===== src/hw/rtl/rham_pkg.sv =====
// ----------------------------------------------------------------------------
// rham_pkg
// shared types, register indexes, field masks and the bcd decode helper
// ----------------------------------------------------------------------------
package rham_pkg;

   localparam int CSR_INDEX_W = 3;
   localparam int CSR_DATA_W  = 24;

   localparam logic [CSR_INDEX_W-1:0] CSR_TRIGGER_MINUTE   = 3'd0;
   localparam logic [CSR_INDEX_W-1:0] CSR_TEST_MODE_HOURS  = 3'd1;
   localparam logic [CSR_INDEX_W-1:0] CSR_MODE_ONE_HOURS   = 3'd2;
   localparam logic [CSR_INDEX_W-1:0] CSR_MODE_TWO_HOURS   = 3'd3;
   localparam logic [CSR_INDEX_W-1:0] CSR_MODE_THREE_HOURS = 3'd4;
   localparam logic [CSR_INDEX_W-1:0] CSR_CUSTOM_ENABLE    = 3'd5;
   localparam logic [CSR_INDEX_W-1:0] CSR_CUSTOM_HOUR      = 3'd6;
   localparam logic [CSR_INDEX_W-1:0] CSR_CUSTOM_MINUTE    = 3'd7;

   localparam logic [1:0] MODE_TEST  = 2'd0;
   localparam logic [1:0] MODE_ONE   = 2'd1;
   localparam logic [1:0] MODE_TWO   = 2'd2;
   localparam logic [1:0] MODE_THREE = 2'd3;

   localparam logic [5:0]  RST_TRIGGER_MINUTE   = 6'd0;
   localparam logic [23:0] RST_TEST_MODE_HOURS  = 24'hFFFFFF;
   localparam logic [23:0] RST_MODE_ONE_HOURS   = 24'h808080;
   localparam logic [23:0] RST_MODE_TWO_HOURS   = 24'h400400;
   localparam logic [23:0] RST_MODE_THREE_HOURS = 24'h000400;
   localparam logic        RST_CUSTOM_ENABLE    = 1'b0;
   localparam logic [4:0]  RST_CUSTOM_HOUR      = 5'd12;
   localparam logic [5:0]  RST_CUSTOM_MINUTE    = 6'd58;

   localparam logic [7:0] MINUTE_MASK   = 8'h7F;
   localparam logic [7:0] HOUR24_MASK   = 8'h3F;
   localparam logic [7:0] HOUR12_MASK   = 8'h1F;
   localparam logic [7:0] DATE_MASK     = 8'h3F;
   localparam logic [7:0] MONTH_MASK    = 8'h1F;
   localparam logic [7:0] NOON          = 8'd12;
   localparam logic [7:0] HOURS_PER_DAY = 8'd24;
   localparam int         BIT_12H       = 6;
   localparam int         BIT_PM        = 5;

   typedef struct packed {
      logic [5:0]  trigger_minute;
      logic [23:0] test_mode_hours;
      logic [23:0] mode_one_hours;
      logic [23:0] mode_two_hours;
      logic [23:0] mode_three_hours;
      logic        custom_enable;
      logic [4:0]  custom_hour;
      logic [5:0]  custom_minute;
   } cfg_type;

   typedef struct packed {
      logic       read_ok;
      logic [1:0] mode;
      logic [7:0] minute_bcd;
      logic [7:0] hour_bcd;
      logic [7:0] date_bcd;
      logic [7:0] month_bcd;
      logic [7:0] year_bcd;
   } req_item_type;

   typedef struct packed {
      logic [7:0] hour;
      logic [7:0] minute;
      logic [7:0] date;
      logic [7:0] month;
      logic [7:0] year;
   } time_type;

   typedef struct packed {
      logic fire;
      logic fault;
   } stamp_status_type;

   // tens * 10 + ones, digits not checked
   function automatic logic [7:0] bcd_value(input logic [7:0] b);
      logic [7:0] tens;
      tens = {4'd0, b[7:4]};
      return (tens << 3) + (tens << 1) + {4'd0, b[3:0]};
   endfunction

endpackage


===== src/hw/rtl/rham_if.sv =====
// ----------------------------------------------------------------------------
// rham interfaces
// request, response and register write channels with valid/ready
// ----------------------------------------------------------------------------
interface rham_req_if;
   import rham_pkg::*;
   logic       valid;
   logic       ready;
   logic       read_ok;
   logic [1:0] mode;
   logic [7:0] minute_bcd;
   logic [7:0] hour_bcd;
   logic [7:0] date_bcd;
   logic [7:0] month_bcd;
   logic [7:0] year_bcd;
   modport source (output valid, read_ok, mode, minute_bcd, hour_bcd, date_bcd,
                   month_bcd, year_bcd, input ready);
   modport sink   (input valid, read_ok, mode, minute_bcd, hour_bcd, date_bcd,
                   month_bcd, year_bcd, output ready);
endinterface

interface rham_rsp_if;
   logic       valid;
   logic       ready;
   logic       fire;
   logic       fault;
   logic [7:0] hour_now;
   logic [7:0] minute_now;
   modport source (output valid, fire, fault, hour_now, minute_now, input ready);
   modport sink   (input valid, fire, fault, hour_now, minute_now, output ready);
endinterface

interface rham_csr_if;
   import rham_pkg::*;
   logic                   valid;
   logic                   ready;
   logic [CSR_INDEX_W-1:0] index;
   logic [CSR_DATA_W-1:0]  data;
   modport source (output valid, index, data, input ready);
   modport sink   (input valid, index, data, output ready);
endinterface


===== src/hw/rtl/rtc_hourly_alarm_matcher_unit.sv =====
// ----------------------------------------------------------------------------
// rtc_hourly_alarm_matcher_unit
// Takes one raw clock reading per transfer and returns one result per
// reading, in order. Readings are decoded from bcd (12-hour readings turned
// into 24-hour form) and checked against the minute and the hour mask of the
// selected mode, or against the custom hour and minute when that is enabled.
// fire is set once per matching minute: a stored timestamp of the last
// trigger suppresses repeats. A failed read latches fault, which stops all
// later triggers until reset; such a reading reports hour and minute as 0.
// A reading is taken every cycle while results are accepted; it passes the
// input register, decode, schedule check, timestamp compare and update, and
// the result register. Write registers only while idle; not enforced.
// ----------------------------------------------------------------------------
module rtc_hourly_alarm_matcher_unit (
   input  logic        clock,
   input  logic        reset,
   rham_req_if.sink    req_bus,
   rham_rsp_if.source  rsp_bus,
   rham_csr_if.sink    csr_bus
);
   import rham_pkg::*;

   cfg_type          cfg;
   time_type         now;
   logic             match;
   stamp_status_type status;

   logic         in_valid_ff;
   logic         in_valid_in;
   req_item_type in_item_ff;
   logic         out_valid_ff;
   logic         out_valid_in;
   logic         out_fire_ff;
   logic         out_fault_ff;
   logic [7:0]   out_hour_ff;
   logic [7:0]   out_minute_ff;
   logic         advance;
   logic         step;
   logic         req_xfer;

   assign advance       = !out_valid_ff || rsp_bus.ready;
   assign req_bus.ready = !in_valid_ff || advance;
   assign req_xfer      = req_bus.valid && req_bus.ready;
   assign step          = in_valid_ff && advance;
   assign in_valid_in   = req_xfer || (in_valid_ff && !advance);
   assign out_valid_in  = step || (out_valid_ff && !rsp_bus.ready);

   rham_csr u_csr (
      .clock   (clock),
      .reset   (reset),
      .csr_bus (csr_bus),
      .cfg     (cfg)
   );

   rham_decode u_decode (
      .item (in_item_ff),
      .now  (now)
   );

   rham_sched u_sched (
      .cfg   (cfg),
      .mode  (in_item_ff.mode),
      .now   (now),
      .match (match)
   );

   rham_stamp u_stamp (
      .clock   (clock),
      .reset   (reset),
      .step    (step),
      .read_ok (in_item_ff.read_ok),
      .match   (match),
      .now     (now),
      .status  (status)
   );

   always_ff @(posedge clock) begin
      if (reset) begin
         in_valid_ff  <= 1'b0;
         out_valid_ff <= 1'b0;
      end else begin
         in_valid_ff  <= in_valid_in;
         out_valid_ff <= out_valid_in;
      end
   end

   always_ff @(posedge clock) begin
      if (req_xfer) begin
         in_item_ff.read_ok    <= req_bus.read_ok;
         in_item_ff.mode       <= req_bus.mode;
         in_item_ff.minute_bcd <= req_bus.minute_bcd;
         in_item_ff.hour_bcd   <= req_bus.hour_bcd;
         in_item_ff.date_bcd   <= req_bus.date_bcd;
         in_item_ff.month_bcd  <= req_bus.month_bcd;
         in_item_ff.year_bcd   <= req_bus.year_bcd;
      end
      if (step) begin
         out_fire_ff   <= status.fire;
         out_fault_ff  <= status.fault;
         out_hour_ff   <= in_item_ff.read_ok ? now.hour : 8'd0;
         out_minute_ff <= in_item_ff.read_ok ? now.minute : 8'd0;
      end
   end

   assign rsp_bus.valid      = out_valid_ff;
   assign rsp_bus.fire       = out_fire_ff;
   assign rsp_bus.fault      = out_fault_ff;
   assign rsp_bus.hour_now   = out_hour_ff;
   assign rsp_bus.minute_now = out_minute_ff;

endmodule


===== src/hw/rtl/rham_csr.sv =====
// ----------------------------------------------------------------------------
// rham_csr
// schedule configuration registers, written through the register channel
// ----------------------------------------------------------------------------
module rham_csr (
   input  logic              clock,
   input  logic              reset,
   rham_csr_if.sink          csr_bus,
   output rham_pkg::cfg_type cfg
);
   import rham_pkg::*;

   cfg_type cfg_ff;
   cfg_type cfg_in;
   logic    write;

   assign csr_bus.ready = 1'b1;
   assign write         = csr_bus.valid && csr_bus.ready;

   always_comb begin
      cfg_in = cfg_ff;
      if (write) begin
         case (csr_bus.index)
            CSR_TRIGGER_MINUTE:   cfg_in.trigger_minute   = csr_bus.data[5:0];
            CSR_TEST_MODE_HOURS:  cfg_in.test_mode_hours  = csr_bus.data;
            CSR_MODE_ONE_HOURS:   cfg_in.mode_one_hours   = csr_bus.data;
            CSR_MODE_TWO_HOURS:   cfg_in.mode_two_hours   = csr_bus.data;
            CSR_MODE_THREE_HOURS: cfg_in.mode_three_hours = csr_bus.data;
            CSR_CUSTOM_ENABLE:    cfg_in.custom_enable    = csr_bus.data[0];
            CSR_CUSTOM_HOUR:      cfg_in.custom_hour      = csr_bus.data[4:0];
            CSR_CUSTOM_MINUTE:    cfg_in.custom_minute    = csr_bus.data[5:0];
            default:              cfg_in = cfg_ff;
         endcase
      end
   end

   always_ff @(posedge clock) begin
      if (reset) begin
         cfg_ff.trigger_minute   <= RST_TRIGGER_MINUTE;
         cfg_ff.test_mode_hours  <= RST_TEST_MODE_HOURS;
         cfg_ff.mode_one_hours   <= RST_MODE_ONE_HOURS;
         cfg_ff.mode_two_hours   <= RST_MODE_TWO_HOURS;
         cfg_ff.mode_three_hours <= RST_MODE_THREE_HOURS;
         cfg_ff.custom_enable    <= RST_CUSTOM_ENABLE;
         cfg_ff.custom_hour      <= RST_CUSTOM_HOUR;
         cfg_ff.custom_minute    <= RST_CUSTOM_MINUTE;
      end else begin
         cfg_ff <= cfg_in;
      end
   end

   assign cfg = cfg_ff;

endmodule


===== src/hw/rtl/rham_decode.sv =====
// ----------------------------------------------------------------------------
// rham_decode
// masks the raw clock registers and decodes them from bcd, 12h to 24h hour
// ----------------------------------------------------------------------------
module rham_decode (
   input  rham_pkg::req_item_type item,
   output rham_pkg::time_type     now
);
   import rham_pkg::*;

   logic [7:0] hour12;
   logic [7:0] hour;

   always_comb begin
      hour12 = bcd_value(item.hour_bcd & HOUR12_MASK);
      if (item.hour_bcd[BIT_12H]) begin
         if (item.hour_bcd[BIT_PM]) begin
            hour = (hour12 == NOON) ? hour12 : hour12 + NOON;
         end else begin
            hour = (hour12 == NOON) ? 8'd0 : hour12;
         end
      end else begin
         hour = bcd_value(item.hour_bcd & HOUR24_MASK);
      end
   end

   assign now.hour   = hour;
   assign now.minute = bcd_value(item.minute_bcd & MINUTE_MASK);
   assign now.date   = bcd_value(item.date_bcd & DATE_MASK);
   assign now.month  = bcd_value(item.month_bcd & MONTH_MASK);
   assign now.year   = bcd_value(item.year_bcd);

endmodule


===== src/hw/rtl/rham_sched.sv =====
// ----------------------------------------------------------------------------
// rham_sched
// schedule check: custom hour and minute, or minute plus mode hour mask
// ----------------------------------------------------------------------------
module rham_sched (
   input  rham_pkg::cfg_type  cfg,
   input  logic [1:0]         mode,
   input  rham_pkg::time_type now,
   output logic               match
);
   import rham_pkg::*;

   logic [23:0] hour_mask;
   logic        hour_hit;

   always_comb begin
      case (mode)
         MODE_TEST:  hour_mask = cfg.test_mode_hours;
         MODE_ONE:   hour_mask = cfg.mode_one_hours;
         MODE_TWO:   hour_mask = cfg.mode_two_hours;
         MODE_THREE: hour_mask = cfg.mode_three_hours;
         default:    hour_mask = cfg.test_mode_hours;
      endcase
   end

   assign hour_hit = (now.hour < HOURS_PER_DAY) && hour_mask[now.hour[4:0]];

   always_comb begin
      if (cfg.custom_enable) begin
         match = (now.hour == {3'd0, cfg.custom_hour}) &&
                 (now.minute == {2'd0, cfg.custom_minute});
      end else begin
         match = (now.minute == {2'd0, cfg.trigger_minute}) && hour_hit;
      end
   end

endmodule


===== src/hw/rtl/rham_stamp.sv =====
// ----------------------------------------------------------------------------
// rham_stamp
// last trigger timestamp, repeat suppression and sticky read fault
// ----------------------------------------------------------------------------
module rham_stamp (
   input  logic                       clock,
   input  logic                       reset,
   input  logic                       step,
   input  logic                       read_ok,
   input  logic                       match,
   input  rham_pkg::time_type         now,
   output rham_pkg::stamp_status_type status
);
   import rham_pkg::*;

   logic     stamp_valid_ff;
   logic     stamp_valid_in;
   time_type stamp_ff;
   time_type stamp_in;
   logic     fault_ff;
   logic     fault_in;
   logic     repeat_hit;
   logic     fire;

   assign repeat_hit = stamp_valid_ff && (now == stamp_ff);
   assign fire       = read_ok && match && !fault_ff && !repeat_hit;

   always_comb begin
      stamp_valid_in = stamp_valid_ff;
      stamp_in       = stamp_ff;
      fault_in       = fault_ff;
      if (step) begin
         if (!read_ok) begin
            fault_in = 1'b1;
         end
         if (fire) begin
            stamp_valid_in = 1'b1;
            stamp_in       = now;
         end
      end
   end

   always_ff @(posedge clock) begin
      if (reset) begin
         stamp_valid_ff <= 1'b0;
         fault_ff       <= 1'b0;
      end else begin
         stamp_valid_ff <= stamp_valid_in;
         fault_ff       <= fault_in;
      end
   end

   always_ff @(posedge clock) begin
      stamp_ff <= stamp_in;
   end

   assign status.fire  = fire;
   assign status.fault = fault_ff || !read_ok;

endmodule

===== src/flat_wrapper.sv =====
// flat-port wrapper written by rule: the top's interface ports become plain ports
module rtc_hourly_alarm_matcher_unit_flat import rham_pkg::*;
  (clock, reset, req_bus_valid, req_bus_read_ok, req_bus_mode, req_bus_minute_bcd, req_bus_hour_bcd, req_bus_date_bcd, req_bus_month_bcd, req_bus_year_bcd, req_bus_ready, rsp_bus_valid, rsp_bus_fire, rsp_bus_fault, rsp_bus_hour_now, rsp_bus_minute_now, rsp_bus_ready, csr_bus_valid, csr_bus_index, csr_bus_data, csr_bus_ready);
  rham_req_if req_bus_i ();
  rham_rsp_if rsp_bus_i ();
  rham_csr_if csr_bus_i ();
  input  logic clock;
  input  logic reset;
  input wire logic [$bits(req_bus_i.valid)-1:0] req_bus_valid;
  input wire logic [$bits(req_bus_i.read_ok)-1:0] req_bus_read_ok;
  input wire logic [$bits(req_bus_i.mode)-1:0] req_bus_mode;
  input wire logic [$bits(req_bus_i.minute_bcd)-1:0] req_bus_minute_bcd;
  input wire logic [$bits(req_bus_i.hour_bcd)-1:0] req_bus_hour_bcd;
  input wire logic [$bits(req_bus_i.date_bcd)-1:0] req_bus_date_bcd;
  input wire logic [$bits(req_bus_i.month_bcd)-1:0] req_bus_month_bcd;
  input wire logic [$bits(req_bus_i.year_bcd)-1:0] req_bus_year_bcd;
  output wire logic [$bits(req_bus_i.ready)-1:0] req_bus_ready;
  output wire logic [$bits(rsp_bus_i.valid)-1:0] rsp_bus_valid;
  output wire logic [$bits(rsp_bus_i.fire)-1:0] rsp_bus_fire;
  output wire logic [$bits(rsp_bus_i.fault)-1:0] rsp_bus_fault;
  output wire logic [$bits(rsp_bus_i.hour_now)-1:0] rsp_bus_hour_now;
  output wire logic [$bits(rsp_bus_i.minute_now)-1:0] rsp_bus_minute_now;
  input wire logic [$bits(rsp_bus_i.ready)-1:0] rsp_bus_ready;
  input wire logic [$bits(csr_bus_i.valid)-1:0] csr_bus_valid;
  input wire logic [$bits(csr_bus_i.index)-1:0] csr_bus_index;
  input wire logic [$bits(csr_bus_i.data)-1:0] csr_bus_data;
  output wire logic [$bits(csr_bus_i.ready)-1:0] csr_bus_ready;
  assign req_bus_i.valid = req_bus_valid;
  assign req_bus_i.read_ok = req_bus_read_ok;
  assign req_bus_i.mode = req_bus_mode;
  assign req_bus_i.minute_bcd = req_bus_minute_bcd;
  assign req_bus_i.hour_bcd = req_bus_hour_bcd;
  assign req_bus_i.date_bcd = req_bus_date_bcd;
  assign req_bus_i.month_bcd = req_bus_month_bcd;
  assign req_bus_i.year_bcd = req_bus_year_bcd;
  assign req_bus_ready = req_bus_i.ready;
  assign rsp_bus_valid = rsp_bus_i.valid;
  assign rsp_bus_fire = rsp_bus_i.fire;
  assign rsp_bus_fault = rsp_bus_i.fault;
  assign rsp_bus_hour_now = rsp_bus_i.hour_now;
  assign rsp_bus_minute_now = rsp_bus_i.minute_now;
  assign rsp_bus_i.ready = rsp_bus_ready;
  assign csr_bus_i.valid = csr_bus_valid;
  assign csr_bus_i.index = csr_bus_index;
  assign csr_bus_i.data = csr_bus_data;
  assign csr_bus_ready = csr_bus_i.ready;
  rtc_hourly_alarm_matcher_unit u_core (.clock(clock), .reset(reset), .req_bus(req_bus_i), .rsp_bus(rsp_bus_i), .csr_bus(csr_bus_i));
endmodule

===== config.mk =====
export PLATFORM = sky130hd
export DESIGN_NAME = rtc_hourly_alarm_matcher_unit_flat
export DESIGN_NICKNAME = d
export VERILOG_FILES = /design/src/hw/rtl/rham_pkg.sv /design/src/hw/rtl/rham_if.sv /design/src/hw/rtl/rtc_hourly_alarm_matcher_unit.sv /design/src/hw/rtl/rham_csr.sv /design/src/hw/rtl/rham_decode.sv /design/src/hw/rtl/rham_sched.sv /design/src/hw/rtl/rham_stamp.sv /design/src/flat_wrapper.sv
export SDC_FILE = /design/constraint.sdc
export NUM_CORES = 1
export LEC_CHECK = 0
export BUFFER_PORTS_ARGS = -buffer_cell sky130_fd_sc_hd__buf_4
export CAP_MARGIN = 20
export CORE_MARGIN = 2
export CORE_UTILIZATION = 50
export CTS_BUF_LIST = sky130_fd_sc_hd__clkbuf_16
export DETAILED_ROUTE_END_ITERATION = 6
export PLACE_DENSITY = 0.69
export SLEW_MARGIN = 20
export SYNTH_ARGS = -nofsm -noshare
export SYNTH_HDL_FRONTEND = slang
export SYNTH_HIERARCHICAL = 1
export SYNTH_SLANG_ARGS = --single-unit
export TNS_END_PERCENT = 100

===== constraint.sdc =====
create_clock -name clock -period 9.1 [get_ports clock]
set_clock_uncertainty 0.15 [all_clocks]
set_input_delay 1.82 -clock clock [delete_from_list [all_inputs] [get_ports clock]]
set_output_delay 1.82 -clock clock [all_outputs]
set_load 0.005 [all_outputs]

Yosys cells after proc, flatten, opt, wreduce, memory -nomap -nowiden
Index checks and enable logic that the tools add are counted.

Memory bits (read-only): 0. Output and inout port bits: 21. Logic and storage cells: 102. RAM bits: 0. Register bits: 212. Input bits: 75. Bits in latches: 0. Memories kept: 0.

$add $sub $neg: 13. Mux-type cells: 8. Reductions and logical operators: 35. Bitwise logic cells: 1. Eq/ne operators: 15. $lt $le $gt $ge: 2. Shift operators: 0. Div/mod/pow operators: 0. Multiply operators: 0.

Operator list (number): case mux 24 bit (4 select lines) (1); equality test 40 bit (1); adder 6 x 4 -> 7 bit (3); two-way mux 7 bit (3); AND reduction 2 bit (10); equality test 8 x 6 -> 1 bit (2); adder 5 x 3 -> 6 bit (2); adder 5 x 4 -> 6 bit (2); equality test 3 bit (second input constant) (4); logical AND 1 bit (11); adder 4 x 2 -> 5 bit (2); adder 7 x 4 -> 8 bit (1); adder 7 x 5 -> 8 bit (1); adder 8 x 4 -> 8 bit (1); equality test 8 x 5 -> 1 bit (1); less-than comparator 8 x 5 -> 1 bit (second input constant) (1); adder 6 x 4 -> 7 bit (second input constant) (1); zero test 1 bit (7); equality test 3 x 2 -> 1 bit (second input constant) (2); equality test 6 x 4 -> 1 bit (second input constant) (1); less-than comparator 5 x 6 -> 1 bit (second input constant) (1); two-way mux 6 bit (1); binary-select mux 1 bit (select 5 bit) (1); logical OR 1 bit (5); other kinds (7) (9).

Depth between registers and ports, before layout
Depth in word-level cells: 15. Gate-level depth with buffers: 17. Mapped depth without buffers: 15.

Hierarchy
Netlist, hierarchy kept.

Modules (own cells, without submodules): rham_csr (seq. area each 2282.2 um^2, instances 1, cells each 436, area an instance 4578.1 um^2); rtc_hourly_alarm_matcher_unit (seq. area each 1871.8 um^2, instances 1, cells each 88, area an instance 2055.7 um^2); rham_stamp (seq. area each 1241.2 um^2, instances 1, cells each 114, area an instance 1789.2 um^2); rham_sched (seq. area each 0.0 um^2, instances 1, cells each 141, area an instance 1204.9 um^2); rham_decode (seq. area each 0.0 um^2, instances 1, cells each 125, area an instance 1031.0 um^2).

Least setup slack after synthesis
No wires, ideal clock.

Path type: register to register. Start: register u_core/in_item_ff[28] (netlist bit). End: register u_core/u_stamp/stamp_ff[0] (netlist bit), enable pin. Slack: 2483 ps. Cell stages (with the launch flop): 15. Period minus slack after synthesis: 6617 ps. Path buffers: 2. Data required time: 8453 ps. Arrival: 5970 ps. Library setup time: 497 ps. Path through: edfxtp_1 -> ha_1 -> buf_4 -> and3b_2 -> o211ai_2 -> ha_1 -> mux2i_1 -> a21oi_1 -> clkbuf_1 -> xnor2_1 -> nand4_1 -> or4_1 -> o311ai_1 -> nand3b_1 -> nor3b_1.

RTL lines: from (decl) (line rtc_hourly_alarm_matcher_unit.sv:30) `req_item_type in_item_ff;`; to (signal assigned) (line rham_stamp.sv:54) `stamp_ff <= stamp_in;`; to (decl) (line rham_stamp.sv:18) `time_type stamp_ff;`.

==> impl_metrics.csv <==
group,metric,value,unit
run,drv_cap,0,
final_layout,drive_gt1_share,18.8,%
global_route,grt_pass1_wl,34.6,mm
final_layout,seq_area,0.00518,sq mm
setup_path,cp-start-kind,"flip-flop",
final_layout,diodes,0,
synth,synthCells,897,
floorplanning,num_io_pins,96,
setup_path,critPathMaxFanout,25,
global_route,track_usage,19.6,%
setup_path,crit_start,"u_core/in_item_ff[36]",
floorplanning,dieArea,0.0221,sq mm
final_layout,final_cells,1250,
final_layout,final_common_cell,"mux2i_1",
clock_network,ctsHoldBuffers,0,
global_route,first_global_vias,6690,
final_layout,area_growth,14.4,%
setup_path,r2r_start,"u_core/in_item_ff[36]",
placement,place.gp.congestion,0.790,
sta,worstMarginPinSlew,0.928,ns
power_and_ir_drop,seqPwrFrac,47.0,%
power_and_ir_drop,p_sw_share,23.5,%
route,routed_wl,21.2,mm
sta,rsz0062_at_grt,"no",
power_and_ir_drop,internal_power,1.70,mW
clock_network,cts_buffer_depth,3,
final_layout,final_cell_mix,"mux2i_1 (121), dfxtp_1 (118), nand2b_1 (113)",
floorplanning,core_area,0.0204,sq mm
power_and_ir_drop,power_frac_comb,11.8,%
setup_path,arrival,4.53,ns
route,dr.pass1.iters,4,
sta,setup_viol,0,
global_route,grt_overflow,0,
clock_network,clk_pin_slew,0.06,ns
clock_network,cts_tree,"done",
setup_path,critPathRequiredTime,9.13,ns
clock_network,numCtsBuffers,24,
sta,slew_viol_final,0,
hold_path,hold_class,"reg2reg",
clock_network,clockRootBuffer,"clkbuf_16",
route,via_per_inst,5.23,
global_route,antenna_found_initial,0,
power_and_ir_drop,pwr_density_cell,186,mW/mm^2
clock_network,htreeDepth,1,
setup_path,end_kind,"flip-flop",
placement,dp_cells,1206,
synth,syn_area,0.0104,sq mm
power_and_ir_drop,power.total,2.22,mW
final_layout,multiInputGateArea,0.00482,sq mm
run_status,status,"finished clean",
global_route,grt_max_degree,117,
sta,setup_tns,0,ns
floorplanning,die_h,149,um
power_and_ir_drop,pwr-share-clk,41.2,%
floorplanning,start_util,51.3,%
final_layout,nets,1065,
route,drc,0,
power_and_ir_drop,power_switching,522,uW
floorplanning,die-width,149,um
power_and_ir_drop,p_leak,4.94,nW
synth,synth.avg_cell_area,11.6,sq um
placement,place_hpwl,13.8,mm
sta,final_hold_viol_count,0,
sta,fin_crit,4.51,ns
sta,setup_slack,4.59,ns
final_layout,n_fill_cell,1745,
power_and_ir_drop,vdd_ir_drop_max,0.000121,V
clock_network,numClockSinks,212,
setup_path,crit_type,"reg2reg",
placement,place.port_buffers,87,
placement,pre_cts_ws,4.59,ns
hold_path,min_from,"u_core/u_csr/cfg[59]",
route,vias,6543,
floorplanning,num_rows,52,
clock_network,clock_latency,0.51,ns
sta,relSlewSlack,38.1,%
sta,fin_crit_sh,49.5,%
route,antenna_left,0,
sta,fmax,222,MHz
synth,yosys_warnings,6,
route,drt_iter0_drc,224,
route,wl_per_cell,17.0,um
clock_network,post_cts_buffers,0,
clock_network,cts_resized,0,
## worst max-delay path: stages (launching register included)
cell and delay [ns]:
edfxtp_1 0.42, fa_1 0.56, inv_1 0.07, fa_1 0.45, xnor2_1 0.60, xnor2_1 0.19, nand4_1 0.12, nor4_1 0.40
o2111ai_1 0.25, o311ai_1 0.17, nand3b_1 0.20, nor3b_2 0.23, buf_4 0.35
## power by group through the flow
stage / combinational, mW / clock [mW] / sequential [mW]
4_1_cts: 0.264 / 0.938 / 1.04
5_1_grt: 0.290 / 0.971 / 1.05
3_3_place_gp: 0.258 / 0 / 1.06
2_1_floorplan: 0.186 / 0 / 1.06
3_5_place_dp: 0.262 / 0 / 1.06
6_report: 0.262 / 0.915 / 1.04
## metrics by stage
step / util [%] / hold slack [ns] / cell area (sq um)
finish: 58.7 / 0.320 / 12000
global route: 58.7 / 0.333 / 12000
CTS: 58.7 / 0.322 / 12000
detailed placement: 55.0 / 0.311 / 11200
global placement: 55.0 / 0.303 / 11200
floorplan: - / 0.291 / 10500
## state kept, by name (all words and copies together), names as in the netlist
register                       count
u_core/u_csr/cfg                 114
u_core/u_stamp/stamp_ff           40
u_core/in_item_ff                 36
u_core/rsp_bus.hour_now            8
u_core/rsp_bus.minute_now          8
u_core/in_valid_ff                 1
u_core/rsp_bus.fault               1
u_core/rsp_bus.fire                1
u_core/rsp_bus.valid               1
u_core/u_stamp/fault_ff            1
u_core/u_stamp/stamp_valid_ff      1
## worst paths after layout
| kind | to | slack [ns] | cells after the start |
|---|---|---|---|
| setup / recovery | u_core/u_stamp/stamp_ff[25] | 4.59 | 12 |
| hold / removal | u_core/u_csr/cfg[59] | 0.32 | 2 |
| setup reg to reg | u_core/u_stamp/stamp_ff[25] | 4.59 | 12 |
| hold reg to reg | u_core/u_csr/cfg[59] | 0.32 | 2 |
## layer usage
layer	vias to the layer above	routed length [um]	GRT usage, %
met5	-	0	0
met4	0	374	4.29
met3	31	790	2.82
met2	90	10200	33.4
met1	3155	9910	26.8
li1	3267	-	-
## final cells by class
type	count	share of cell area [%]
sequential	212	43.4
multi-input combinational	596	40.3
timing repair buffer	100	6.28
clock buffer	25	5.23
tap	270	2.83
clock inverter	19	1.10
inverter	28	0.879
Note: power is estimated with default switching activity, not from simulation.
